File: config.mk
export PLATFORM = sky130hd
export DESIGN_NAME = vpi_sqrt_stage
export DESIGN_NICKNAME = d
export VERILOG_FILES = /design/src/design/vpi_pkg.sv /design/src/design/vpi_sqrt_stage.sv
export SDC_FILE = /design/constraint.sdc
export NUM_CORES = 1
export LEC_CHECK = 0
export CORE_ASPECT_RATIO = 1.4
export CORE_MARGIN = 10
export CORE_UTILIZATION = 30
export CTS_CLUSTER_DIAMETER = 100
export DETAILED_ROUTE_END_ITERATION = 16
export DONT_BUFFER_PORTS = 1
export PLACE_DENSITY = 0.44
export SETUP_SLACK_MARGIN = 0.2
export SYNTH_ARGS = -nofsm -noshare
export SYNTH_HDL_FRONTEND = slang
export SYNTH_SLANG_ARGS = --single-unit
File: constraint.sdc
create_clock -name i_clk -period 7.65 [get_ports i_clk]
set_input_delay 0 -clock i_clk [delete_from_list [all_inputs] [get_ports i_clk]]
set_output_delay 0 -clock i_clk [all_outputs]
set_load 0.1 [all_outputs]
File: src/design/vpi_pkg.sv
package vpi_pkg;
    localparam int CW = 21;
    localparam int DW = 22;                 // center - pos
    localparam int SQW = 2 * DW + 2;        // sum of three squares
    localparam int RW = 20;
    localparam int QNW = 64;                // numerator width
    localparam int QDW = 41;                // radius * dist width
    localparam int KEEP_ONE = 65536;

    localparam logic [2:0] REG_ACC_X = 3'd0;
    localparam logic [2:0] REG_ACC_Y = 3'd1;
    localparam logic [2:0] REG_ACC_Z = 3'd2;
    localparam logic [2:0] REG_KEEP  = 3'd3;
    localparam logic [2:0] REG_RAD   = 3'd4;
    localparam logic [2:0] REG_STR   = 3'd5;
    localparam logic [2:0] REG_CTR   = 3'd6;

    typedef struct packed {
        logic signed [CW-1:0] pos_x, pos_y, pos_z, old_x, old_y, old_z;
        logic                 hold;
    } t_item;

    typedef struct packed {
        logic signed [CW-1:0] next_x, next_y, next_z, prior_x, prior_y, prior_z;
        logic                 clipped;
    } t_result;
endpackage

File: src/design/vpi_sqrt_stage.sv
// one restoring square root step, registered, with a stall enable
module vpi_sqrt_stage import vpi_pkg::*; (
    input  logic                 i_clk,
    input  logic                 i_en,
    input  logic [4:0]           i_bit_idx,
    input  logic [SQW-1:0]       i_rem,
    input  logic [SQW-1:0]       i_root,
    output logic [SQW-1:0]       o_rem,
    output logic [SQW-1:0]       o_root
);
    logic [SQW-1:0] w_bit, w_trial, n_rem, n_root;
    logic [SQW-1:0] r_rem, r_root;

    always_comb begin
        w_bit = '0;
        w_bit[{i_bit_idx, 1'b0}] = 1'b1;
        w_trial = i_root + w_bit;
        if (i_rem >= w_trial) begin
            n_rem  = i_rem - w_trial;
            n_root = (i_root >> 1) + w_bit;
        end else begin
            n_rem  = i_rem;
            n_root = i_root >> 1;
        end
    end

    always_ff @(posedge i_clk) begin
        if (i_en) begin
            r_rem  <= n_rem;
            r_root <= n_root;
        end
    end

    assign o_rem  = r_rem;
    assign o_root = r_root;
endmodule

==> results.yml <==
sta:
  tns_ns: 0
  rsz0062_at_grt: "no"
  setup_slack_ns: 1.18
  setup_viol: 0
  min_period_ns: 6.47
  slew_headroom_pct: 29.8
  final-hold-violation-count: 0
  maxSlewViolCount: 0
  finalCritPeriodShare_pct: 84.5
  hold_ws_ns: 0.0346
  worst_pin_slew_ns: 1.05
  fmax_ghz: 0.155
power_and_ir_drop:
  p_leak_nw: 4.34
  p_per_area_mw_per_mm2: 182
  vdd_drop_max_mv: 0.112
min_path:
  hp-start: "i_root[24]"
  min_to: "o_root[25]"
  hold_path.class: "in -> reg"
  hold_depth: 3
drt:
  vias: 10100
  via_per_inst: 5.58
  first_pass_iters: 5
  remaining_drc_errors: 0
  routedWlPerCell_um: 23.6
  drt_iter0_markers: 626
  routed_wl_um: 42700
  drtAntennaViolNets: 0
synth:
  synth.distinct_cells: 88
  syn_area_mm2: 0.0104
  syn_inst: 1311
  synth_nets: 1485
  dominantRegCellSynth: "edfxtp_1"
  synth_edf_count: 92
  syn_area_per_cell_um2: 7.96
  yosysSeqAreaShare_pct: 26.5
  synthArstFlopShare_pct: 0
  yosysWarnings: 0
  synth.ff_latch_count: 92
die:
  fp.dieW_um: 178
  die_area_mm2: 0.0427
  io_pins: 191
  die_h_um: 241
  start_util_pct: 30.5
  core_region_area_mm2: 0.0342
  fp-row-count: 80
clock_tree:
  clkTransAtPathRegs_ns: 0.07
  cts_tree: "done"
  clk_path_buf_depth: 2
  cts_sinks: 92
  cts_buffers: 9
  cts_setup_buffers: 0
  htreeDepth: 3
  cts-root-buf: "clkbuf_16"
placement:
  finalWeightedCongestion: 0.900
  dp_hpwl_um: 32900
  numPortBuffers: 0
  place_area_mm2: 0.0108
  place_ws_ns: 1.31
  place_inst: 1702
worst_setup_path:
  cp-start-kind: "input pin"
  worstSetupEndpointType: "flip-flop"
  cp_slowest_cell: "a221oi_4"
  crit_top_cell: "ha_1"
  crit_required_ns: 7.79
  cp_data_arrival_time_ns: 6.61
  critPathMaxFanout: 35
  worst-setup-path-type: "in -> reg"
  path_cells: "or2_1 > nor2_1 > ha_1 > ha_1 > nor2_1 > o31a_1 > o41ai_1 > a21boi_0 > o31ai_1 > or4_1 > o2111ai_1 > xor2_1 > ha_1 > nand2_1 > o21ai_0 > a22oi_1 > nand3_1 > o31ai_1 > nand3_1 > a221oi_4 > buf_12 > a21oi_1 > xnor2_1 > dlygate4sd3_1"
  critPathMaxStageDelay_ns: 0.76
final_layout:
  diodes: 0
  fin_nets: 1529
  regArea_mm2: 0.00276
  fillers: 3695
  area_growth_pct: 15.6
  instances_no_fill: 1810
  multiInputGateArea_mm2: 0.00726
  final_cell_mix: "nand2_1 (146), a21oi_1 (128), nor2_1 (125)"
  drive_gt1_share_pct: 3.75
  final_common_cell: "nand2_1"
  final_area_mm2: 0.0121
global_routing:
  grt_pass1_vias: 10400
  antenna_found_initial: 0
  grt-ovfl-total: 0
  grt_pass1_wl_um: 63600
  grtUsageTotal_pct: 19.7
  grt_max_degree: 95
flow_run:
  drv_cap: 0
outcome:
  status: "finished clean"
==> power by group <==
part / switching, W / total [W] / leakage [nW] / internal, W
registers: 0.000466 / 0.00111 / 0.900 / 0.000639
logic: 0.000347 / 0.000572 / 3.28 / 0.000225
clock network: 0.000226 / 0.000515 / 0.154 / 0.000289
total: 0.00104 / 0.00219 / 4.34 / 0.00115
==> layer usage <==
layer	global-route usage (%)	vias up	share of wire [%]
met3	3.91	50	5.1
met2	38.0	271	55
li1	-	4961	-
met5	0	-	0
met1	20.8	4824	38
met4	5.82	0	2.2
==> registers in the layout (all words and copies together), names as in the netlist <==
signal  cells
o_rem      46
o_root     46
==> layout make-up <==
type                            count  area share (%)
Clock buffer                        9            1.87
Sequential cell                    92            22.9
Clock inverter                      6           0.799
Inverter                           40            1.24
Multi-Input combinational cell   1113            60.2
Timing Repair Buffer               99            8.34
Tap cell                          451            4.68
==> through the flow <==
| step | total power [W] | util (%) |
|---|---|---|
| final | 0.00219 | 35.2 |
| after global placement | 0.00164 | 31.5 |
| after detailed placement | 0.00163 | 31.5 |
| after global routing | 0.00229 | 35.2 |
| after floorplan | 0.00150 | - |
| after CTS | 0.00222 | 35.2 |
==> worst max-delay path: cells and delay by family <==
kind,cells,cell delay [ns]
AO/OA/AOI/OAI,10,3.09
XOR/XNOR,2,0.36
adder cells (fa/ha/maj),3,0.81
buffers and inverters,2,0.83
AND/OR/NAND/NOR,7,1.48
==> kinds of logic (layout without fill, tap and decap cells) <==
family                   after synthesis  in the layout  synth area share, %
AO/OA/AOI/OAI                        433            433                 27.3
XOR/XNOR                             135            135                 11.3
adder cells (fa/ha/maj)               77             77                 9.26
buffers and inverters                106            154                 4.17
flip-flops                            92             92                 26.5
AND/OR/NAND/NOR                      468            468                 21.4
==> worst max path at each step <==
stage	from	slack, ns	end	cells past startpoint
6_report	i_bit_idx[2]	1.18	o_root[19]	24
5_1_grt	i_bit_idx[2]	0.56	o_root[19]	24
4_1_cts	i_bit_idx[2]	1.21	o_root[19]	24
3_5_place_dp	i_bit_idx[2]	1.31	o_root[42]	23
3_3_place_gp	i_bit_idx[2]	1.47	o_rem[39]	22
2_1_floorplan	i_bit_idx[2]	2.50	o_rem[10]	26
==> cells in the mapped netlist, types with 21 or more instances <==
cell | n | area [µm²]
nand2_1 | 146 | 548
a21oi_1 | 128 | 641
nor2_1 | 125 | 469
edfxtp_1 | 92 | 2760
o21ai_0 | 81 | 405
xnor2_1 | 79 | 692
ha_1 | 74 | 926
xor2_1 | 56 | 490
clkbuf_1 | 50 | 188
inv_1 | 40 | 150
nor3_1 | 40 | 200
nand3_1 | 32 | 160
a31oi_1 | 30 | 188
a21o_1 | 29 | 218
nand4_1 | 27 | 169
o21bai_1 | 21 | 158
==> timing repair <==
| action | 4_1_cts | 5_1_grt |
|---|---|---|
| endpoints found under the hold margin | 183 | 0 |
| setup endpoints to repair | 0 | 0 |
| hold buffers | 93 | 0 |
| gates resized for setup | 0 | 0 |
No activity file was read; power rests on OpenSTA's default activity.
